## config.mk

```make
export PLATFORM = sky130hd
export DESIGN_NAME = sac_ram
export DESIGN_NICKNAME = d
export VERILOG_FILES = /design/src/rtl/sac_ram.sv
export SDC_FILE = /design/constraint.sdc
export NUM_CORES = 1
export LEC_CHECK = 0
export BUFFER_PORTS_ARGS = -buffer_cell sky130_fd_sc_hd__buf_2
export CORE_MARGIN = 1.5
export CORE_UTILIZATION = 50
export CTS_BUF_LIST = sky130_fd_sc_hd__clkbuf_16
export CTS_CLUSTER_DIAMETER = 80
export CTS_CLUSTER_SIZE = 40
export DETAILED_ROUTE_END_ITERATION = 10
export PLACE_DENSITY_LB_ADDON = 0.15
export RECOVER_POWER = 25
export SKIP_CTS_REPAIR_TIMING = 1
export SLEW_MARGIN = 20
export SYNTH_ARGS = -nofsm -noshare
export SYNTH_HDL_FRONTEND = slang
export SYNTH_SLANG_ARGS = --single-unit
```

## constraint.sdc

```tcl
create_clock -name clock -period 2.2 [get_ports clock]
set_input_delay 0.33 -clock clock [delete_from_list [all_inputs] [get_ports clock]]
set_output_delay 0.33 -clock clock [all_outputs]
set_load 0.1 [all_outputs]
```

## src/rtl/sac_ram.sv

```systemverilog
// single-port-write, single-port-read synchronous memory with registered read data
module sac_ram #(
   parameter int DEPTH = 64,
   parameter int WIDTH = 8,
   localparam int AW = (DEPTH > 1) ? $clog2(DEPTH) : 1
) (
   input  logic             clock,
   input  logic             we,
   input  logic [AW-1:0]    waddr,
   input  logic [WIDTH-1:0] wdata,
   input  logic             re,
   input  logic [AW-1:0]    raddr,
   output logic [WIDTH-1:0] rdata
);

   logic [WIDTH-1:0] mem_ff [DEPTH];
   logic [WIDTH-1:0] rdata_ff;

   always_ff @(posedge clock) begin
      if (we) begin
         mem_ff[waddr] <= wdata;
      end
      if (re) begin
         rdata_ff <= mem_ff[raddr];
      end
   end

   assign rdata = rdata_ff;

endmodule

```

Yosys cells after proc, flatten, opt, wreduce, memory -nomap -nowiden
Memories as Yosys holds them, arrays and structs flattened. A register that Yosys moved wholly into a read port is not among the register bits.
Cells that the tools add are included.
{ "word_totals": {"output_inout_bits": 8, "register_bits": 0, "ramBits": 512, "mem_count": 1, "wordCells": 3, "inputBits": 23} }
{ "mem_list": {"columns": ["memory", "words", "word_bits", "rd", "rd_clocked_by_memory_dff", "wr", "line", "rtl"], "rows": [
  ["mem_ff", 64, 8, 1, 1, 1, "16", "logic [WIDTH-1:0] mem_ff [DEPTH];"]
]} }
{ "op_classes": {"n_mux": 2} }
{ "ops": {"columns": ["op", "n"], "rows": [
  ["$mux W1", 2]
]} }

Logic depth before layout (Yosys ltp)
Gate-level depths: netlist of the first run.
{ "depth": {"word_depth": 2, "mapped_depth": 9, "depth_no_buf": 5} }

Worst setup path after synthesis of the first run
Ideal clock, no wire load.
{ "synth_path": {"kind": "input -> register", "startpoint": "in raddr[1]", "endpoint": "reg rdata_ff[3] (netlist: rdata[3]), read port of mem_ff (data pin)", "stages": 7, "setup_ns": 0.266, "n_path_buf": 3, "required_ns": 1.934, "arrival_ns": 1.870, "slack_ns": 0.064, "path_cell_list": "buf_4 -> buf_2 -> buf_2 -> mux4_2 -> mux4_2 -> o21ai_1 -> o41ai_1"} }
{ "synth_lines": {"columns": ["item", "line", "rtl"], "rows": [
  ["from (decl)", "12", "input logic [AW-1:0] raddr,"],
  ["to (decl)", "17", "logic [WIDTH-1:0] rdata_ff;"]
]} }

==> results of run 1 <==
## registers in the layout, indices dropped and copies added, names as in the netlist
signal	cells
rdata	8
mem_ff	512
## worst max path at each step
stage / to / cells after the start / from
2_1_floorplan: rdata[3]$_DFFE_PP_ / 7 / raddr[1]
3_3_place_gp: rdata[1]$_DFFE_PP_ / 7 / raddr[0]
3_5_place_dp: rdata[1]$_DFFE_PP_ / 7 / raddr[0]
4_1_cts: rdata[4]$_DFFE_PP_ / 5 / mem_ff[25][4]$_DFFE_PP_
5_1_grt: rdata[0]$_DFFE_PP_ / 4 / mem_ff[46][0]$_DFFE_PP_
6_report: rdata[4]$_DFFE_PP_ / 5 / mem_ff[25][4]$_DFFE_PP_
## routing by layer
layer  vias to the layer above  GRT usage, %  wire length, um
li1                       4233             -                -
met1                      5097          32.8            19200
met2                       341          34.7            21200
met3                        47          3.60             3160
met4                         2          5.46              935
met5                         -             0               12
## through the flow
| step | power, mW | setup slack [ps] |
|---|---|---|
| 3_3_place_gp | 12.4 | -457 |
| 3_5_place_dp | 12.5 | -481 |
| 6_report | 18.4 | 88.9 |
| 5_1_grt | 19.0 | 45.5 |
| 4_1_cts | 18.6 | -16.1 |
| 2_1_floorplan | 11.9 | 63.7 |
## synthesized netlist by cell type (6+ instances only)
master / number
nand2_1: 19
buf_4: 13
clkbuf_1: 17
a221oi_1: 6
o22ai_1: 8
nor2_1: 83
nand2b_1: 7
mux2_2: 13
o221ai_1: 8
edfxtp_1: 520
nor2b_1: 14
nor3_1: 7
nand3_1: 13
mux4_2: 126
mux2i_1: 23
buf_2: 11
## cell type report
| type | instances | share of cell area (%) |
|---|---|---|
| flip-flops and latches | 520 | 67.7 |
| multi-input cells | 369 | 18.7 |
| repair buffers | 184 | 6.29 |
| clock buffers | 27 | 2.93 |
| well taps | 525 | 2.85 |
| clock inverters | 20 | 1.46 |
| diodes | 2 | 0.0217 |
## cell usage in the layout, fill, tap and decap left out, drive strengths merged, types with 6 or more instances in the layout
master	count
o22ai	8
nand2b	7
nand2	19
clkbuf	38
a221oi	6
nand3	13
clkinv	6
mux4	126
nor2	83
nor3	7
o221ai	8
buf	173
inv	12
mux2i	23
edfxtp	520
mux2	13
nor2b	14
## power groups by stage
| stage | combinational [mW] | clock, mW | sequential [mW] |
|---|---|---|---|
| finish | 1.21 | 6.21 | 11.0 |
| CTS | 1.23 | 6.34 | 11.0 |
| global placement | 1.22 | 0 | 11.2 |
| detailed placement | 1.23 | 0 | 11.2 |
| global route | 1.29 | 6.68 | 11.0 |
| floorplan | 0.585 | 0 | 11.3 |
## logic make-up (layout without fill, tap and decap cells)
family	count (synthesis)	in the layout
compound gates	54	54
buf+inv	51	231
flops	520	520
mux	162	162
other cells	0	2
simple gates	153	153
==> metrics.md, run 1 <==
| Metric | Value |
|---|---|
| Status | complete, but fails checks |
| Failing checks | max-capacitance violations, max-slew violations |
| Delay-heaviest family, CP | multiplexers |
| Multi-input logic area | 4320 um^2 |
| Arrival time at the worst endpoint | 2450 ps |
| Total clock sinks | 520 |
| R2R Path End | rdata[4]$_DFFE_PP_ |
| CTS tree | yes |
| Cells along the critical path | mux4_2, mux2_2, o221a_2, nor3_2, o32ai_1 |
| Initial core utilization | 50.8% |
| Reg2reg start | mem_ff[25][4]$_DFFE_PP_ |
| Power per cell area | 799 nW/um^2 |
| FILL cells | 3034 |
| Largest net degree at the start of global routing | 65 |
| First-pass GRT wire length | 65700 um |
| R2R Setup Slk | 90 ps |
| Router iterations before antenna repair | 5 |
| Post-route ant nets | 0 |
| Final Hold Vio Count | 0 |
| Worst slew margin | -15.1% |
| DRC Markers | 0 |
| Post-synth net total | 963 |
| Core Box Area | 39800 um^2 |
| Initial antenna violation count | 3 |
| Most used DFF post-synth | edfxtp_1 |
| Static leakage | 7.39 nW |
| Slowest stage cell, crit path | mux4_2 |
| Hold Path Stages | 1 |
| Final setup violation count | 0 |
| Internal | 14.1 mW |
| Cell area after synthesis | 20200 um^2 |
| Port Buffers | 30 |
| Combinational power share | 6.6% |
| Yosys reg bits | 520 |
| Clk slew on worst S/H paths | 110 ps |
| Largest family of logic cells by synthesized area | multiplexers |
| Via Count | 9720 |
| Slowest Stage Delay on Critical Path | 470 ps |
| Critical path fanouts, max | 1 |
| DP Area | 22100 um^2 |
| Post-synth top area share | 77.1% |
| Post-synthesis xor/xnor area fraction | 0% |
| H-tree depth | 1 |
| Synth Warn # | 0 |
| CTS Buf Count | 26 |
| Initial DRC Count | 970 |
| Worst Hold End | rdata[2]$_DFFE_PP_ |
| Layout Cells excl Fill | 1647 |
| RePlAce Congestion | 0.799 |
| Placed cell count | 1598 |
| Mux cell area share after synthesis | 15.9% |
| Die Y | 204 um |
| Area leader, netlist | edfxtp_1 |
| Die W | 204 um |
| Max_cap viols | 3 |
| DP HPWL | 29500 um |
| Remaining Overflow, GRT | 0 |
| FMAX | 474 MHz |
| Clock insertion delay at the later pin of the skew report | 590 ps |
| Fraction of layout cells with a size suffix above 1 | 32.5% |
| Post-Synth Adder-Cell Area | 0% |
| Max-slew violations | 97 |
| Sequential Power Share | 59.7% |
| Top-Level Pins | 31 |
| Worst hold slack | 265 ps |
| Setup repair after global routing missed its margin | no |
| Syn avg cell area | 21.5 um^2 |
| Vias in the first global route | 9771 |
| Worst Path Required | 2540 ps |
| CP Capture Type | flip-flop |
| Layout Nets | 1124 |
| Sequential Area | 15600 um^2 |
| Fin crit share | 96.0% |
| Fin Setup TNS | 0 ps |
| Slew @ Worst Pin | 1730 ps |
| Worst reg-to-reg path cell count | 5 |
| Post-Route WL | 44500 um |
| P&R area growth vs syn | 13.9% |
| Drt via density | 5.90 |
| Gate Count Post-Synth | 940 |
| Clock Skew | 21.4 ps |
| Setup CP Type | reg -> reg |
| Post-synth EDFFs | 520 |
| Final Cell Area | 23100 um^2 |
| Simple-Gate Fraction of Synth Area | 3.37% |
| HP Start | re |
| Synth unique cells | 39 |
| Sw Pwr | 4.30 mW |
| CP bufs+invs | 0 |
| CP Launch Type | flip-flop |
| Post-DR wirelength/cell | 27.0 um |
| Synth Area in Compound Gates | 2.06% |
| Switching Share | 23.3% |
| Crit path time final | 2110 ps |
| Post-synthesis sequential area ratio | 77.1% |
| CTS Root Cell | clkbuf_16 |
| FFs w/ async S/R, synth | 0% |
| Worst VDD drop | 0.000634 V |
| Hold WC Path Type | in -> reg |
| Max Root-Sink Buffers | 3 |
| Area contributors post-synth | edfxtp_1, mux4_2, nor2_1, mux2i_1, mux2_2 |
| Clock power frac | 33.7% |
| GRT Overall Usage | 22.1% |
| Die ar. | 41700 um^2 |
| Cell row count | 73 |
| Util after Layout | 57.9% |
(Power assumes the default switching activity.)
==> run 2: changes to the inputs <==
--- a/config.mk
+++ b/config.mk
@@ -12,7 +12,7 @@
 export CTS_CLUSTER_DIAMETER = 80
 export CTS_CLUSTER_SIZE = 40
 export DETAILED_ROUTE_END_ITERATION = 10
-export PLACE_DENSITY_LB_ADDON = 0.15
+export PLACE_DENSITY_LB_ADDON = 0.2
 export RECOVER_POWER = 25
 export SKIP_CTS_REPAIR_TIMING = 1
 export SLEW_MARGIN = 20
==> run 2 against run 1 <==
  * The flow still finishes with violations (max-capacitance violations, max-slew violations)
  * Final cell count shrank 0.49%
  * Clock power is 7.7% lower
  * Maximum frequency is 0.69% lower
  * Total power fell by 2.6%
  * Global-route usage decreased by 0.30 points
  * Critical path type unchanged
  * Largest power group unchanged
==> metrics.md, run 2 (synthesized netlist as in run 1, its figures left out) <==
| Metric | Value |
|---|---|
| R2R Setup Slk | 70 ps |
| Slowest Stage Delay on Critical Path | 480 ps |
| Clock Skew | 45.7 ps |
| DRC Markers | 0 |
| Clock insertion delay at the later pin of the skew report | 600 ps |
| Cells along the critical path | mux4_2, mux2_2, o221a_2, nor3_1, o32ai_1 |
| RePlAce Congestion | 0.827 |
| Power per cell area | 780 nW/um^2 |
| Most common cell after layout, fill and taps aside | edfxtp_1 |
| Vias in the first global route | 9873 |
| Largest register FFs | 512 |
| Worst slack, placed | -538 ps |
| Via Count | 9831 |
| Drt via density | 6.00 |
| Top-Level Pins | 31 |
| Slew @ Worst Pin | 1510 ps |
| Arrival time at the worst endpoint | 2450 ps |
| Status | complete, but fails checks |
| Setup CP Type | reg -> reg |
| Final WS setup | 74.2 ps |
| Fraction of layout cells with a size suffix above 1 | 32.4% |
| CTS Root Cell | clkbuf_16 |
| CP Launch Type | flip-flop |
| FMAX | 470 MHz |
| Worst Path Required | 2520 ps |
| Remaining Overflow, GRT | 0 |
| Layout Nets | 1120 |
| Hold Path Stages | 3 |
| Failing checks | max-capacitance violations, max-slew violations |
| Worst Hold End | rdata[0]$_DFFE_PP_ |
| Most frequent cells in the layout | edfxtp_1, buf_4, mux4_2 |
| Slowest stage cell, crit path | mux4_2 |
| P&R area growth vs syn | 13.5% |
| Core Box Area | 39800 um^2 |
| First-pass GRT wire length | 65300 um |
| Die Y | 204 um |
| Max_cap viols | 1 |
| CTS Buf Count | 23 |
| Post-DR wirelength/cell | 26.9 um |
| Worst reg-to-reg path cell count | 5 |
| DP HPWL | 29200 um |
| Total clock sinks | 520 |
| Max-slew violations | 32 |
| CP Capture Type | flip-flop |
| Die W | 204 um |
| HP Start | raddr[5] |
| R2R Path End | rdata[6]$_DFFE_PP_ |
| Initial core utilization | 50.8% |
| Critical path fanouts, max | 1 |
| Max Root-Sink Buffers | 3 |
| GRT Overall Usage | 21.8% |
| Final Hold Vio Count | 0 |
| Initial DRC Count | 1091 |
| Post-route ant nets | 0 |
| Router iterations before antenna repair | 5 |
| Largest net degree at the start of global routing | 65 |
| Crit path time final | 2130 ps |
| CTS tree | yes |
| Worst hold slack | 330 ps |
| Hold WC Path Type | in -> reg |
| Setup repair after global routing missed its margin | no |
| Port Buffers | 30 |
| Fin crit share | 96.6% |
| Top reg by flops | mem_ff |
| Die ar. | 41700 um^2 |
| Final setup violation count | 0 |
| H-tree depth | 1 |
| Clk slew on worst S/H paths | 130 ps |
| Initial antenna violation count | 2 |
| Static leakage | 7.35 nW |
| Post-Route WL | 44100 um |
| Reg2reg start | mem_ff[21][6]$_DFFE_PP_ |
| Cell row count | 73 |
| Worst VDD drop | 0.000854 V |
| Worst slew margin | -0.897% |
[run 2: cell types whose count changed in the layout (fill, tap and decap cells not counted), moves of 4 or more]
cell	change
clkinv_16	+5
clkbuf_16	-4
inv_16	-4
clkbuf_2	+4
clkbuf_1	-4
buf_4	-5
[run 2: how the worst max path moves through the flow]
stage	startpoint	to	slack, ps
floorplan	raddr[1]	rdata[3]$_DFFE_PP_	60
global placement	raddr[0]	rdata[7]$_DFFE_PP_	-520
detailed placement	raddr[0]	rdata[7]$_DFFE_PP_	-540
CTS	mem_ff[47][1]$_DFFE_PP_	rdata[1]$_DFFE_PP_	10
global route	mem_ff[29][6]$_DFFE_PP_	rdata[6]$_DFFE_PP_	20
finish	mem_ff[21][6]$_DFFE_PP_	rdata[6]$_DFFE_PP_	70
[run 2: per-stage QoR]
step	cells	area [um^2]	setup TNS (ps)	util [%]	power, mW
finish	1639	23000	0	57.7	17.9
global route	1638	23000	0	57.7	18.4
CTS	1638	23000	0	57.9	18.1
detailed placement	1597	22100	-2960	55.6	12.5
global placement	1597	22100	-2930	55.6	12.4
floorplan	940	20200	0	-	11.9
[run 2: area by class of cell]
| cell class | count | area [um^2] |
|---|---|---|
| fill | 2957 | 16800 |
| sequential | 520 | 15600 |
| multi-input combinational | 369 | 4330 |
| timing repair buffer | 183 | 1470 |
| tap | 525 | 657 |
| clock buffer | 23 | 576 |
| clock inverter | 18 | 342 |
| antenna | 1 | 2.50 |
[run 2: report_power, final]
group	internal [mW]	switching, mW
sequential	11.0	0.0317
clock	2.24	3.48
combinational	0.471	0.733
[run 2: critical path: cells and delay by family (launching register included)]
kind / cells / cell delay (ps)
multiplexers: 2 / 770
AO/OA/AOI/OAI: 2 / 410
flip-flops: 1 / 390
AND/OR/NAND/NOR: 1 / 290
[run 2: per-layer routing]
layer	GRT usage, %	up-vias	part of all wire [%]
met5	0	-	0.029
met4	4.88	2	2.1
met3	2.98	57	6.2
met2	34.3	326	47
met1	32.9	5236	45
li1	-	4210	-
==> run 3: changes to the inputs <==
--- a/config.mk
+++ b/config.mk
@@ -6,8 +6,10 @@
 export NUM_CORES = 1
 export LEC_CHECK = 0
 export BUFFER_PORTS_ARGS = -buffer_cell sky130_fd_sc_hd__buf_2
+export CELL_PAD_IN_SITES_DETAIL_PLACEMENT = 0
+export CELL_PAD_IN_SITES_GLOBAL_PLACEMENT = 2
 export CORE_MARGIN = 1.5
-export CORE_UTILIZATION = 50
+export CORE_UTILIZATION = 45
 export CTS_BUF_LIST = sky130_fd_sc_hd__clkbuf_16
 export CTS_CLUSTER_DIAMETER = 80
 export CTS_CLUSTER_SIZE = 40
@@ -15,7 +17,6 @@
 export PLACE_DENSITY_LB_ADDON = 0.2
 export RECOVER_POWER = 25
 export SKIP_CTS_REPAIR_TIMING = 1
-export SLEW_MARGIN = 20
 export SYNTH_ARGS = -nofsm -noshare
 export SYNTH_HDL_FRONTEND = slang
 export SYNTH_SLANG_ARGS = --single-unit
==> run 3 against run 2 <==
  * The flow now finishes without violations
  * Clock power is 3% higher
  * Setup slack better by 16 ps
  * Wire length is 3.1% higher
  * Largest power group unchanged
  * Final cell count is 4.5% higher
  * First-iteration DRC count is 25% lower
  * Critical endpoint unchanged
  * Cell area is 0.18% higher
==> metrics.md, run 3 (synthesized netlist as in run 1, its figures left out) <==
| Metric | Value |
|---|---|
| Clock insertion delay at the later pin of the skew report | 610 ps |
| Post-Route WL | 45500 um |
| Placed cell count | 1667 |
| FILL cells | 3518 |
| Fin Setup TNS | 0 ps |
| Router iterations before antenna repair | 5 |
| Most common cell after layout, fill and taps aside | edfxtp_1 |
| Total clock sinks | 520 |
| Util after Layout | 52.0% |
| DP Area | 22100 um^2 |
| Slowest Stage Delay on Critical Path | 450 ps |
| H-tree depth | 1 |
| Cell row count | 77 |
| CTS tree | yes |
| Layout Cells excl Fill | 1712 |
| Layout Nets | 1124 |
| Worst VDD drop | 0.000557 V |
| Post-DR wirelength/cell | 26.6 um |
| Die ar. | 46300 um^2 |
| Initial antenna violation count | 1 |
| Arrival time at the worst endpoint | 2450 ps |
| CTS Buf Count | 24 |
| Largest register FFs | 512 |
| Worst Hold End | rdata[1]$_DFFE_PP_ |
| Top-Level Pins | 31 |
| Via Count | 9624 |
| Critical path fanouts, max | 1 |
| DP HPWL | 31000 um |
| R2R Path End | rdata[6]$_DFFE_PP_ |
| First-pass GRT wire length | 67400 um |
| Static leakage | 7.33 nW |
| Worst hold slack | 271 ps |
| Setup CP Type | reg -> reg |
| Final setup violation count | 0 |
| Drt via density | 5.62 |
| DRC Markers | 0 |
| Slew @ Worst Pin | 1420 ps |
| Hold Path Stages | 3 |
| Fraction of layout cells with a size suffix above 1 | 32.4% |
| R2R Setup Slk | 90 ps |
| Clk slew on worst S/H paths | 140 ps |
| FMAX | 474 MHz |
| Largest net degree at the start of global routing | 65 |
| RePlAce Congestion | 0.781 |
| Clock Skew | 38.1 ps |
| Max-slew violations | 0 |
| Power per cell area | 788 nW/um^2 |
| Max_cap viols | 0 |
| P&R area growth vs syn | 13.7% |
| Cells along the critical path | mux4_2, mux2_2, o221a_2, nor3_2, buf_4, o32ai_1 |
| Initial DRC Count | 823 |
| Slowest stage cell, crit path | mux4_2 |
| Final Cell Area | 23000 um^2 |
| Status | finished clean |
| Worst slack, placed | -396 ps |
| Final WS setup | 90.5 ps |
| Initial core utilization | 45.7% |
| Reg2reg start | mem_ff[16][6]$_DFFE_PP_ |
| GRT Overall Usage | 20.1% |
| Worst slew margin | 5.32% |
| Crit path time final | 2110 ps |
| Final Hold Vio Count | 0 |
| Max Root-Sink Buffers | 3 |
| Core Box Area | 44300 um^2 |
| Remaining Overflow, GRT | 0 |
| Hold WC Path Type | in -> reg |
| Top reg by flops | mem_ff |
| CP Capture Type | flip-flop |
| Fin crit share | 95.9% |
| Worst reg-to-reg path cell count | 6 |
| CP Launch Type | flip-flop |
| Vias in the first global route | 10000 |
| Worst Path Required | 2540 ps |
| Post-route ant nets | 0 |
| Die Y | 215 um |
| CTS Root Cell | clkbuf_16 |
| Port Buffers | 30 |
| HP Start | raddr[5] |
| Most frequent cells in the layout | edfxtp_1, buf_4, mux4_2 |
| Setup repair after global routing missed its margin | no |
| Die W | 215 um |
| Tot Pwr | 18.1 mW |
## run 3: per-layer routing
| layer | vias up | track usage (%) | wire length [um] |
|---|---|---|---|
| li1 | 4240 | - | - |
| met1 | 5080 | 29.5 | 20200 |
| met2 | 259 | 31.7 | 21700 |
| met3 | 45 | 3.50 | 2740 |
| met4 | 0 | 4.59 | 814 |
| met5 | - | 0 | 0 |
## run 3: where the power goes
part | switching, mW | total (mW) | leakage [nW] | internal [mW]
clock network | 3.53 | 5.92 | 0.448 | 2.39
registers | 0.0302 | 11.0 | 4.69 | 11.0
logic | 0.748 | 1.21 | 2.20 | 0.462
## run 3: final cells by class
type / instances / area [um^2] / share of cell area (%)
Tap cell: 592 / 741 / 3.22
Multi-Input combinational cell: 369 / 4320 / 18.8
Sequential cell: 520 / 15600 / 67.8
Timing Repair Buffer: 186 / 1420 / 6.17
Clock buffer: 25 / 626 / 2.72
Clock inverter: 19 / 304 / 1.32
Antenna cell: 1 / 2.50 / 0.0109
## run 3: how the worst max path moves through the flow
stage | slack, ps | start | end
after global routing | 9 | mem_ff[21][6]$_DFFE_PP_ | rdata[6]$_DFFE_PP_
after CTS | 60 | mem_ff[16][6]$_DFFE_PP_ | rdata[6]$_DFFE_PP_
after detailed placement | -400 | raddr[0] | rdata[0]$_DFFE_PP_
after global placement | -410 | raddr[0] | rdata[7]$_DFFE_PP_
final | 90 | mem_ff[16][6]$_DFFE_PP_ | rdata[6]$_DFFE_PP_
after floorplan | 60 | raddr[1] | rdata[3]$_DFFE_PP_
## run 3: worst max-delay path: cells and delay by family, from the launching register on
| kind | cells | cell delay (ps) |
|---|---|---|
| AOI/OAI and AO/OA | 2 | 370 |
| buffers and inverters | 1 | 140 |
| DFF | 1 | 400 |
| muxes | 2 | 740 |
| and+or+nand+nor | 1 | 180 |
