===== config.mk =====
export PLATFORM = sky130hd
export DESIGN_NAME = sac_way_logic
export DESIGN_NICKNAME = d
export VERILOG_FILES = /design/src/rtl/sac_pkg.sv /design/src/rtl/sac_way_logic.sv
export SDC_FILE = /design/constraint.sdc
export NUM_CORES = 1
export LEC_CHECK = 0
export ABC_AREA = 1
export BUFFER_PORTS_ARGS = -buffer_cell sky130_fd_sc_hd__buf_2
export CELL_PAD_IN_SITES_DETAIL_PLACEMENT = 1
export CELL_PAD_IN_SITES_GLOBAL_PLACEMENT = 1
export CORE_AREA = 3 3 215 217
export DETAILED_ROUTE_END_ITERATION = 10
export DIE_AREA = 0 0 218 220
export GPL_ROUTABILITY_DRIVEN = 0
export PLACE_DENSITY = 0.65
export SKIP_LAST_GASP = 1
export SYNTH_ARGS = -nofsm -noshare
export SYNTH_HDL_FRONTEND = slang
export SYNTH_SLANG_ARGS = --single-unit

===== constraint.sdc =====
create_clock -name vclk -period 2.5
set_clock_uncertainty 0.05 [all_clocks]
set_input_delay 0.125 -clock vclk [all_inputs]
set_output_delay 0.125 -clock vclk [all_outputs]
set_load 0.02 [all_outputs]

===== src/rtl/sac_pkg.sv =====
// shared constants and types for the set-associative cache tag lookup
package sac_pkg;

   localparam int ADDR_W      = 64;
   localparam int SETS_DEF    = 64;
   localparam int WAYS_DEF    = 4;
   localparam int WAY_IDX_W   = 4;
   localparam int WAY_USED_W  = 2;
   localparam int OFFSET_W    = 4;
   localparam int HIT_CYC_W   = 8;
   localparam int PENALTY_W   = 16;
   localparam int LATENCY_W   = 17;
   localparam int COUNT_W     = 32;
   localparam int CSR_IDX_W   = 4;
   localparam int CSR_DATA_W  = 16;

   localparam logic [CSR_IDX_W-1:0] CSR_OFFSET_BITS    = 4'd0;
   localparam logic [CSR_IDX_W-1:0] CSR_POLICY         = 4'd1;
   localparam logic [CSR_IDX_W-1:0] CSR_HIT_CYCLES     = 4'd2;
   localparam logic [CSR_IDX_W-1:0] CSR_PENALTY_CYCLES = 4'd3;

   localparam logic POLICY_LRU  = 1'b0;
   localparam logic POLICY_FIFO = 1'b1;

   localparam logic [OFFSET_W-1:0]  OFFSET_BITS_RST    = 4'd6;
   localparam logic                 POLICY_RST         = POLICY_LRU;
   localparam logic [HIT_CYC_W-1:0] HIT_CYCLES_RST     = 8'd1;
   localparam logic [PENALTY_W-1:0] PENALTY_CYCLES_RST = 16'd100;

   typedef struct packed {
      logic                 hit;
      logic [WAY_IDX_W-1:0] way;
   } lookup_status_type;

endpackage


===== src/rtl/sac_way_logic.sv =====
// tag compare across the ways of a set and update of valid bits, tags and age order
module sac_way_logic #(
   parameter int WAYS  = 4,
   parameter int TAG_W = 58,
   localparam int WAY_W = (WAYS > 1) ? $clog2(WAYS) : 1
) (
   input  logic [TAG_W-1:0]         tag,
   input  logic [WAYS*TAG_W-1:0]    line_tags,
   input  logic [WAYS-1:0]          line_valid,
   input  logic [WAYS*WAY_W-1:0]    way_order,
   input  logic                     policy,
   output sac_pkg::lookup_status_type status,
   output logic [WAYS*TAG_W-1:0]    new_tags,
   output logic [WAYS-1:0]          new_valid,
   output logic [WAYS*WAY_W-1:0]    new_order
);
   import sac_pkg::*;

   logic                   hit;
   logic [WAY_W-1:0]       way;
   logic [WAY_W-1:0]       pos;
   logic                   move;
   logic [WAYS*WAY_W-1:0]  order_shift;

   always_comb begin
      hit = 1'b0;
      way = '0;
      for (int w = WAYS - 1; w >= 0; w--) begin
         if (line_valid[w] && (line_tags[w*TAG_W +: TAG_W] == tag)) begin
            hit = 1'b1;
            way = WAY_W'(w);
         end
      end
      if (!hit) begin
         way = way_order[0 +: WAY_W];
      end

      pos = '0;
      for (int i = 0; i < WAYS; i++) begin
         if (way_order[i*WAY_W +: WAY_W] == way) begin
            pos = WAY_W'(i);
         end
      end

      move = !hit || (policy == POLICY_LRU);
      order_shift = way_order >> WAY_W;
      new_order = way_order;
      for (int i = 0; i < WAYS; i++) begin
         if (move && (WAY_W'(i) >= pos)) begin
            if (i == WAYS - 1) begin
               new_order[i*WAY_W +: WAY_W] = way;
            end else begin
               new_order[i*WAY_W +: WAY_W] = order_shift[i*WAY_W +: WAY_W];
            end
         end
      end

      new_valid = line_valid;
      new_tags  = line_tags;
      for (int w = 0; w < WAYS; w++) begin
         if (!hit && (way == WAY_W'(w))) begin
            new_valid[w] = 1'b1;
            new_tags[w*TAG_W +: TAG_W] = tag;
         end
      end

      status.hit = hit;
      status.way = WAY_IDX_W'(way);
   end

endmodule


# --- Yosys cells after proc, flatten, opt, wreduce, memory -nomap -nowiden ---
# Cells that the tools add are included.
word_totals:
  input_bits: 303
  word_cells: 54
  out_inout_bits: 249
  register_bits: 0
op_classes:
  muxes: 24
  magnitude_cmp: 4
  n_reduce_logical: 15
  eq_ne: 10
  bitwise: 1
op_table:
  columns: ["cell", "n"]
  rows:
  - ["== test 58 bit", 4]
  - ["2-to-1 mux 58 bit", 4]
  - ["2-to-1 mux 2 bit", 11]
  - ["logical AND 1 bit", 12]
  - ["2-to-1 mux 1 bit", 9]
  - ["== test 2 bit", 3]
  - ["== test 2 bit (second input constant)", 2]
  - [">= comparator 1 x 2 -> 1 bit (first input constant)", 2]
  - [">= comparator 2 bit (first input constant)", 2]
  - ["== test 2 x 1 -> 1 bit (second input constant)", 1]
  - ["logical NOT 2 bit", 1]
  - ["logical NOT 1 bit", 1]
  - ["logical OR 1 bit", 1]
  - ["NOT 1 bit", 1]

# --- Longest topological paths before layout ---
# Gate-level depths: netlist of run 1.
depth:
  ltp_word: 14
  depth_mapped: 21
  ltp_nobuf: 20

# --- Worst setup path after synthesis of run 1 ---
# OpenSTA, ideal clock, no wires.
synth_path:
  path_type: "in2out"
  from: "input port tag[29]"
  to: "output port new_tags[115]"
  setup_slack_ps: 297
  n_path_buf: 2
  required_ps: 2325
  stages: 17
  arrival_time_ps: 2028
  path_cell_list: "inv_1 > buf_2 > o21ai_0 > nor2_1 > nand2_1 > nor2_1 > nand2_1 > nor2_1 > nand2_2 > nand2_2 > nor2_2 > nand2_2 > nand2_4 > inv_4 > nand2_4 > clkbuf_1 > o21ai_0"
synth_rtl:
  columns: ["element", "line_no", "rtl"]
  rows:
  - ["from (decl)", "sac_way_logic.sv:7", "input logic [TAG_W-1:0] tag,"]
  - ["to (decl)", "sac_way_logic.sv:13", "output logic [WAYS*TAG_W-1:0] new_tags,"]

# --- Worst setup path in the final report of run 1 ---
layout_path:
  from: "input port tag[22]"
  to: "output port new_tags[135]"
layout_between:
  elab_chain_cells: 10
  word_cells_on_any_way: 21
  classes_between: "eq/ne: 5; mux: 10; reduce/logical: 6"
layout_lines:
  columns: ["element", "line_no", "rtl"]
  rows:
  - ["== test 58 bit", "sac_way_logic.sv:29", "if (line_valid[w] && (line_tags[w*TAG_W +: TAG_W] == tag)) begin"]
  - ["logical AND 1 bit", "sac_way_logic.sv:29", null]
  - ["2-to-1 mux 2 bit / 2-to-1 mux 1 bit (equally long branches) (4 in series)", "sac_way_logic.sv:29", null]
  - ["2-to-1 mux 2 bit", "sac_way_logic.sv:34", "if (!hit) begin"]
  - ["== test 2 bit", "sac_way_logic.sv:61", "if (!hit && (way == WAY_W'(w))) begin"]
  - ["logical AND 1 bit (*)", "sac_way_logic.sv:61", null]
  - ["2-to-1 mux 58 bit (*)", "sac_way_logic.sv:61", null]
# Mark *: on every way between the ends. The rest lies on a longest branch, timed or not.

==> results.sh, run 1 <==
export IMPL_status="complete, but fails checks"
export IMPL_violations="setup timing"
export IMPL_n_clock_buffer=0
export IMPL_num_vias=13500
export IMPL_post_route_min_period_ns=2.72
export IMPL_crit_path_max_fanout=8
export IMPL_antenna_found_initial=11
export IMPL_crit_required_ns=2.33
export IMPL_final_core_util=0.318
export IMPL_hp_start="line_tags[130]"
export IMPL_rsz0062_at_grt="true"
export IMPL_final_cells=2960
export IMPL_syn_area_mm2=0.00675
export IMPL_finalSetupViolCount=242
export IMPL_ys_seq_area_frac=0
export IMPL_ys_warnings_count=0
export IMPL_cts_hold_buf=0
export IMPL_ys_types=24
export IMPL_port_buffers=550
export IMPL_endpoint_kind="primary output"
export IMPL_critPathLaunchType="primary input"
export IMPL_overflow=0
export IMPL_synth_area_per_cell_um2=4.28
export IMPL_syn_to_final_growth_pct=109
export IMPL_wl_per_cell_um=24.1
export IMPL_rows=77
export IMPL_wirelength_um=71400
export IMPL_die_width_um=218
export IMPL_die_area_mm2=0.0480
export IMPL_route_detailed_drc=0
export IMPL_startpoint="tag[22]"
export IMPL_p_per_area_mw_per_mm2=241
export IMPL_path_class="in -> out"
export IMPL_fmax_mhz=368
export IMPL_fin_area_mm2=0.0141
export IMPL_vias_per_cell=4.58
export IMPL_holdWs_ns=0.533
export IMPL_placedCellCount=2903
export IMPL_die_h_um=220
export IMPL_pre_cts_ws_ns=-0.631
export IMPL_max_cap_violations=0
export IMPL_fin_ws_ns=-0.216
export IMPL_io_pins=552
export IMPL_dpl_hpwl_um=59900
export IMPL_vdd_drop_max_mv=0.0940
export IMPL_drive_gt1_frac=0.456
export IMPL_place_area_mm2=0.0119
export IMPL_ant_nets=0
export IMPL_fin_crit_sh=1.09
export IMPL_grt_pass1_wl_um=94300
export IMPL_worst_ep_arrival_time_ns=2.54
export IMPL_slew_violations=0
export IMPL_drt_pass1_iterations=5
export IMPL_core_area_mm2=0.0443
export IMPL_initial_core_util=0.152
export IMPL_hold_class="in -> out"
export IMPL_total_leakage_power_nw=8.27
export IMPL_sequential_cell_total=0
export IMPL_final_hold_violation_count=0
export IMPL_grt_max_degree=44
export IMPL_nets=2670
export IMPL_grt_pass1_vias=13800
export IMPL_register_area_um2=0
export IMPL_drtIter0Drc=778
export IMPL_synthCells=1578
export IMPL_track_usage=0.272
-- cells in the mapped netlist, types with 2 or more instances --
| cell type | instances | area, um2 |
|---|---|---|
| buf_4 | 5 | 37.5 |
| nand2_1 | 788 | 2960 |
| inv_2 | 28 | 105 |
| o21ai_1 | 44 | 220 |
| xor2_1 | 5 | 43.8 |
| nor2_2 | 2 | 12.5 |
| o21ai_0 | 253 | 1270 |
| xnor2_1 | 37 | 324 |
| nor2_1 | 144 | 541 |
| nor2_4 | 2 | 22.5 |
| nand2_2 | 7 | 43.8 |
| clkbuf_1 | 20 | 75.1 |
| nand3_1 | 15 | 75.1 |
| clkbuf_2 | 3 | 15.0 |
| buf_6 | 14 | 158 |
| inv_1 | 189 | 709 |
| buf_2 | 13 | 65.1 |
| nand2_4 | 3 | 33.8 |
-- cell type report --
type,instances,area [um2]
Antenna cell,3,7.51
Fill cell,6089,30200
Inverter,218,901
Multi-Input combinational cell,1306,6390
Tap cell,592,741
Timing Repair Buffer,840,6040
Timing Repair inverter,1,5.00
-- critical path, cell delays in order --
cell	delay (ns)
buf_2	0.15
buf_4	0.15
nand2_1	0.07
nand2_1	0.05
nor2_1	0.10
nand2_1	0.13
nor2_1	0.13
nand2_1	0.12
nor2_2	0.14
nand2_2	0.12
a21boi_4	0.26
nand2_8	0.14
nand2_8	0.19
buf_12	0.19
clkbuf_16	0.17
nand2_1	0.05
o21ai_0	0.06
buf_2	0.18
-- timing repair --
action | 4_1_cts | 5_1_grt
buffers inserted | 27 | 9
gates cloned | 10 | 10
resized for setup | 301 | 229
pin swaps | 60 | 52
setup endpoints to repair | 245 | 244
-- report_power, final --
| part | leakage [nW] | total [mW] | internal, mW | switching (mW) |
|---|---|---|---|---|
| clock network | 0.0000190 | 0.000000161 | 0.000000161 | 0 |
| registers | 0 | 0 | 0 | 0 |
| logic | 8.27 | 3.40 | 1.32 | 2.08 |
-- metrics by stage --
step	total power, mW	TNS, ns
CTS	3.19	-28.06
floorplan	1.27	0
global placement	2.83	-85.05
global route	3.62	-65.28
finish	3.40	-34.33
detailed placement	2.86	-89.79
-- logic make-up (layout without fill, tap and decap cells) --
kind of cell,count (synthesis),in the layout,share of synthesized area
XOR/XNOR,42,42,0.0545
AO/OA/AOI/OAI,298,298,0.223
AND/OR/NAND/NOR,963,964,0.548
buffers and inverters,274,1059,0.174
other,1,5,0.000555
-- placed cells by master (no fill, tap or decap), drive strengths merged --
cell type  count
clkinvlp       9
xor2           5
diode          3
conb           2
xnor2         37
inv          210
nand2        799
nor2         148
nand3         15
a21boi         1
o21ai        297
buf          830
clkbuf        10
nand4          1
nand3b         1
-- final timing paths --
path                         to  slack, ns  cells after the start
setup / recovery  new_tags[135]      -0.22                     18
hold / removal    new_tags[130]       0.53                      4
-- layer usage --
layer / share of wire / wire (um) / track usage
met5: 0.0012 / 88 / 0
met1: 0.41 / 29500 / 0.331
met2: 0.48 / 34200 / 0.483
met4: 0.040 / 2830 / 0.0874
met3: 0.066 / 4730 / 0.0491
Note: power is estimated with default switching activity, not from simulation.
==> run 2, diff against run 1 <==
- SKIP_LAST_GASP: 1 -> unset
- clock period: 2.5 -> 3 ns (I/O delays scaled with it)
==> run 2 against run 1 <==
Against the previous run:
- the run now ends clean
- critical path depth increased by 3
- utilization decreased by 7.0 points
- setup slack gained 0.35 ns
- via count down 8.8%
- sequential cell count stayed put
- wire length fell by 8.4%
- count of clock-buffer cells in the layout did not move
- cell count is 7.0% lower
- hold slack improved by 0.058 ns
- non-clock buffer count down 205
- critical path type unchanged
==> results.sh, run 2 (synthesis results as in run 1) <==
export IMPL_status="complete, no violations"
export IMPL_syn_to_final_growth_pct=62.3
export IMPL_setup_tns_ns=0
export IMPL_pre_cts_ws_ns=-0.485
export IMPL_slew_violations=0
export IMPL_wl_per_cell_um=23.7
export IMPL_num_vias=12400
export IMPL_die_area_mm2=0.0480
export IMPL_initial_core_util=0.152
export IMPL_mostFrequentLayoutCell="nand2_1"
export IMPL_worst_ep_arrival_time_ns=2.66
export IMPL_placedCellCount=2735
export IMPL_p_per_area_mw_per_mm2=207
export IMPL_sequential_cell_total=0
export IMPL_max_cap_violations=0
export IMPL_fin_area_mm2=0.0110
export IMPL_fin_ws_ns=0.135
export IMPL_finalSetupViolCount=0
export IMPL_n_clock_buffer=0
export IMPL_final_core_util=0.247
export IMPL_final_cells=2753
export IMPL_crit_required_ns=2.80
export IMPL_die_h_um=220
export IMPL_register_area_um2=0
export IMPL_power_mw=2.27
export IMPL_total_leakage_power_nw=6.82
export IMPL_crit_path_max_fanout=27
export IMPL_holdWs_ns=0.591
export IMPL_grt_pass1_vias=12600
export IMPL_wirelength_um=65400
export IMPL_track_usage=0.256
export IMPL_grt_pass1_wl_um=88800
export IMPL_endpoint_kind="primary output"
export IMPL_tightest_slew_ns=0.627
export IMPL_post_route_min_period_ns=2.86
export IMPL_grt_max_degree=60
export IMPL_route_detailed_drc=0
export IMPL_path_class="in -> out"
export IMPL_die_width_um=218
export IMPL_vdd_drop_max_mv=0.0667
export IMPL_fmax_mhz=349
export IMPL_rows=77
export IMPL_drt_pass1_iterations=4
export IMPL_dpl_hpwl_um=58200
export IMPL_antenna_found_initial=6
export IMPL_vias_per_cell=4.49
export IMPL_drive_gt1_frac=0.336
export IMPL_place_area_mm2=0.0106
export IMPL_port_buffers=550
export IMPL_core_area_mm2=0.0443
export IMPL_critPathLaunchType="primary input"
export IMPL_io_pins=552
export IMPL_final_cell_mix="nand2_1, buf_2, o21ai_0, inv_1, nor2_1"
export IMPL_final_hold_violation_count=0
export IMPL_cts_hold_buf=0
export IMPL_rsz0062_at_grt="true"
export IMPL_nets=2463
export IMPL_drtIter0Drc=645
export IMPL_hold_class="in -> out"
export IMPL_slew_headroom=0.579
export IMPL_overflow=0
export IMPL_ant_nets=0
export IMPL_fin_crit_sh=0.955
## run 2: cell count changes in the layout (fill, tap and decap cells not counted), moves of 11 or more
cell,change
buf_12,-11
buf_2,+78
buf_4,-204
buf_6,-42
inv_1,+18
inv_4,-11
nand2_1,+69
nand2_2,-54
nand2_4,-11
nor2_1,+18
nor2_2,-12
o21ai_0,+70
o21ai_1,-37
o21ai_2,-23
## run 2: final timing paths
path     startpoint            end  cells after the start
max         tag[47]  new_tags[141]                     21
min   line_valid[0]   new_valid[0]                      4
## run 2: worst max-delay path, cell delays in order
cell,delay (ns)
buf_2,0.16
clkinvlp_4,0.19
buf_4,0.17
nand2_1,0.06
nand2_1,0.09
nor2_1,0.13
nand2_1,0.14
nor2_1,0.13
nand2_1,0.08
nor2_2,0.10
nand2_1,0.08
nand2_1,0.08
nor2_2,0.05
nand2_2,0.08
nand2_4,0.10
nand2_4,0.11
buf_12,0.18
buf_16,0.19
nand2_1,0.06
o21ai_0,0.10
buf_4,0.19
## run 2: where the power goes
group,leakage (nW),internal (mW),switching (mW)
Combinational,6.82,0.730,1.54
Sequential,0,0,0
Clock,0.0000190,0.000000134,0
## run 2: timing repair
action                                  in CTS  in global routing
endpoints found under the hold margin        0                  0
gates resized for setup                     28                 75
buffers inserted                             2                 13
endpoints found under the setup margin     222                218
pin swaps                                    0                 15
## run 2: routing by layer
layer  wire length (um)  track usage  part of all wire
met1              27900        0.324              0.43
met2              31900        0.465              0.49
met3               3920       0.0339             0.060
met4               1530       0.0520             0.023
met5                 24            0           0.00037
## run 2: cell type report
cell class | count | area [um2]
inverters | 218 | 851
repair buffers | 635 | 3610
diodes | 3 | 7.51
fillers | 6260 | 33400
well taps | 592 | 741
multi-input cells | 1305 | 5750
==> run 3, diff against run 2 <==
- clock period: 3 -> 3.18 ns (I/O delays scaled with it)
==> run 3 against run 2 <==
Against the previous run:
- sequential cell count is the same
- cell count shrank 1.2%
- wire length grew 1.4%
- first-iteration DRC count grew 20%
- die area is the same
- cell area shrank 2.4%
- critical path type unchanged
==> results.sh, run 3 (synthesis results as in run 1) <==
export IMPL_grt_pass1_wl_um=86400
export IMPL_hold_class="in -> out"
export IMPL_worst_ep_arrival_time_ns=2.88
export IMPL_post_route_min_period_ns=3.08
export IMPL_wirelength_um=66300
export IMPL_place_area_mm2=0.0103
export IMPL_top_layer="met5"
export IMPL_crit_path_max_fanout=56
export IMPL_status="complete, no violations"
export IMPL_num_vias=12400
export IMPL_dpl_hpwl_um=56400
export IMPL_ant_nets=0
export IMPL_port_buffers=550
export IMPL_total_leakage_power_nw=6.67
export IMPL_fin_area_mm2=0.0107
export IMPL_register_area_um2=0
export IMPL_final_cell_mix="nand2_1, buf_2, o21ai_0, inv_1, nor2_1"
export IMPL_rows=77
export IMPL_crit_required_ns=2.97
export IMPL_drt_pass1_iterations=5
export IMPL_tightest_slew_ns=0.523
export IMPL_drtIter0Drc=774
export IMPL_overflow=0
export IMPL_route_met2_wl_um=32500
export IMPL_die_area_mm2=0.0480
export IMPL_track_usage=0.249
export IMPL_core_area_mm2=0.0443
export IMPL_fin_crit_sh=0.970
export IMPL_finalSetupViolCount=0
export IMPL_fin_ws_ns=0.0958
export IMPL_rsz0062_at_grt="true"
export IMPL_critPathLaunchType="primary input"
export IMPL_fmax_mhz=324
export IMPL_initial_core_util=0.152
export IMPL_n_clock_buffer=0
export IMPL_grt_pass1_vias=12200
export IMPL_fillers=6231
export IMPL_io_pins=552
export IMPL_wl_met3_um=3190
export IMPL_route_detailed_drc=0
export IMPL_final_hold_violation_count=0
export IMPL_nets=2433
export IMPL_die_width_um=218
export IMPL_slew_violations=0
export IMPL_max_cap_violations=0
export IMPL_die_h_um=220
export IMPL_syn_to_final_growth_pct=58.4
export IMPL_vias_per_cell=4.55
export IMPL_antenna_found_initial=4
export IMPL_vdd_drop_max_mv=0.0638
export IMPL_sequential_cell_total=0
export IMPL_mostFrequentLayoutCell="nand2_1"
export IMPL_path_class="in -> out"
export IMPL_grt_max_degree=63
export IMPL_pre_cts_ws_ns=-0.427
export IMPL_endpoint_kind="primary output"
export IMPL_p_per_area_mw_per_mm2=197
export IMPL_drive_gt1_frac=0.317
export IMPL_slew_headroom=0.649
export IMPL_wl_per_cell_um=24.4
export IMPL_cts_hold_buf=0
export IMPL_met1_length_um=29700
## run 3: per-stage QoR
stage          total power, mW  hold slack, ns  cells  setup TNS, ns  utilization
2_1_floorplan             1.00           0.427   1579              0            -
3_3_place_gp              2.00           0.597   2705          -2.08        0.233
3_5_place_dp              2.02           0.598   2705         -10.04        0.233
4_1_cts                   2.03           0.600   2705              0        0.233
5_1_grt                   2.28           0.639   2720         -0.222        0.241
6_report                  2.11           0.603   2721              0        0.241
## run 3: power breakdown
part | internal (mW) | switching (mW) | leakage (nW)
Combinational | 0.660 | 1.45 | 6.67
Sequential | 0 | 0 | 0
Clock | 0.0000000421 | 0 | 0.00000634
Total | 0.660 | 1.45 | 6.67
## run 3: path summary, 6_finish.rpt
check / startpoint / to / slack, ns / cells past startpoint
max: tag[7] / new_tags[200] / 0.1 / 20
min: line_valid[0] / new_valid[0] / 0.60 / 4
## run 3: critical path: stages
cell	delay (ns)
buf_2	0.13
inv_2	0.10
buf_4	0.18
nand2_1	0.13
nand2_1	0.11
nor2_1	0.11
nand2_1	0.08
nor2_1	0.15
nand2_1	0.07
nor2_1	0.22
nand2_1	0.12
nand2_1	0.09
nor2_2	0.05
nand2_2	0.14
nand2_8	0.12
inv_4	0.11
nand2_4	0.10
buf_12	0.19
o21ai_0	0.23
buf_2	0.20
## run 3: layout make-up
cell class         instances  area (um2)  area share
well taps                592         741      0.0693
repair buffers           605        3420       0.320
diodes                     1        2.50    0.000234
multi-input cells       1305        5690       0.532
inverters                218         846      0.0791
## run 3: repair_timing
item,CTS,global route
cloned,0,5
pin swaps,0,3
resized for setup,10,70
endpoints found under the setup margin,183,216
setup buffers,0,10
## run 3: routing by layer
layer / GRT usage / up-vias
met5: 0 / -
met2: 0.455 / 490
met1: 0.327 / 5928
li1: - / 5900
met4: 0.0237 / 6
met3: 0.0240 / 56
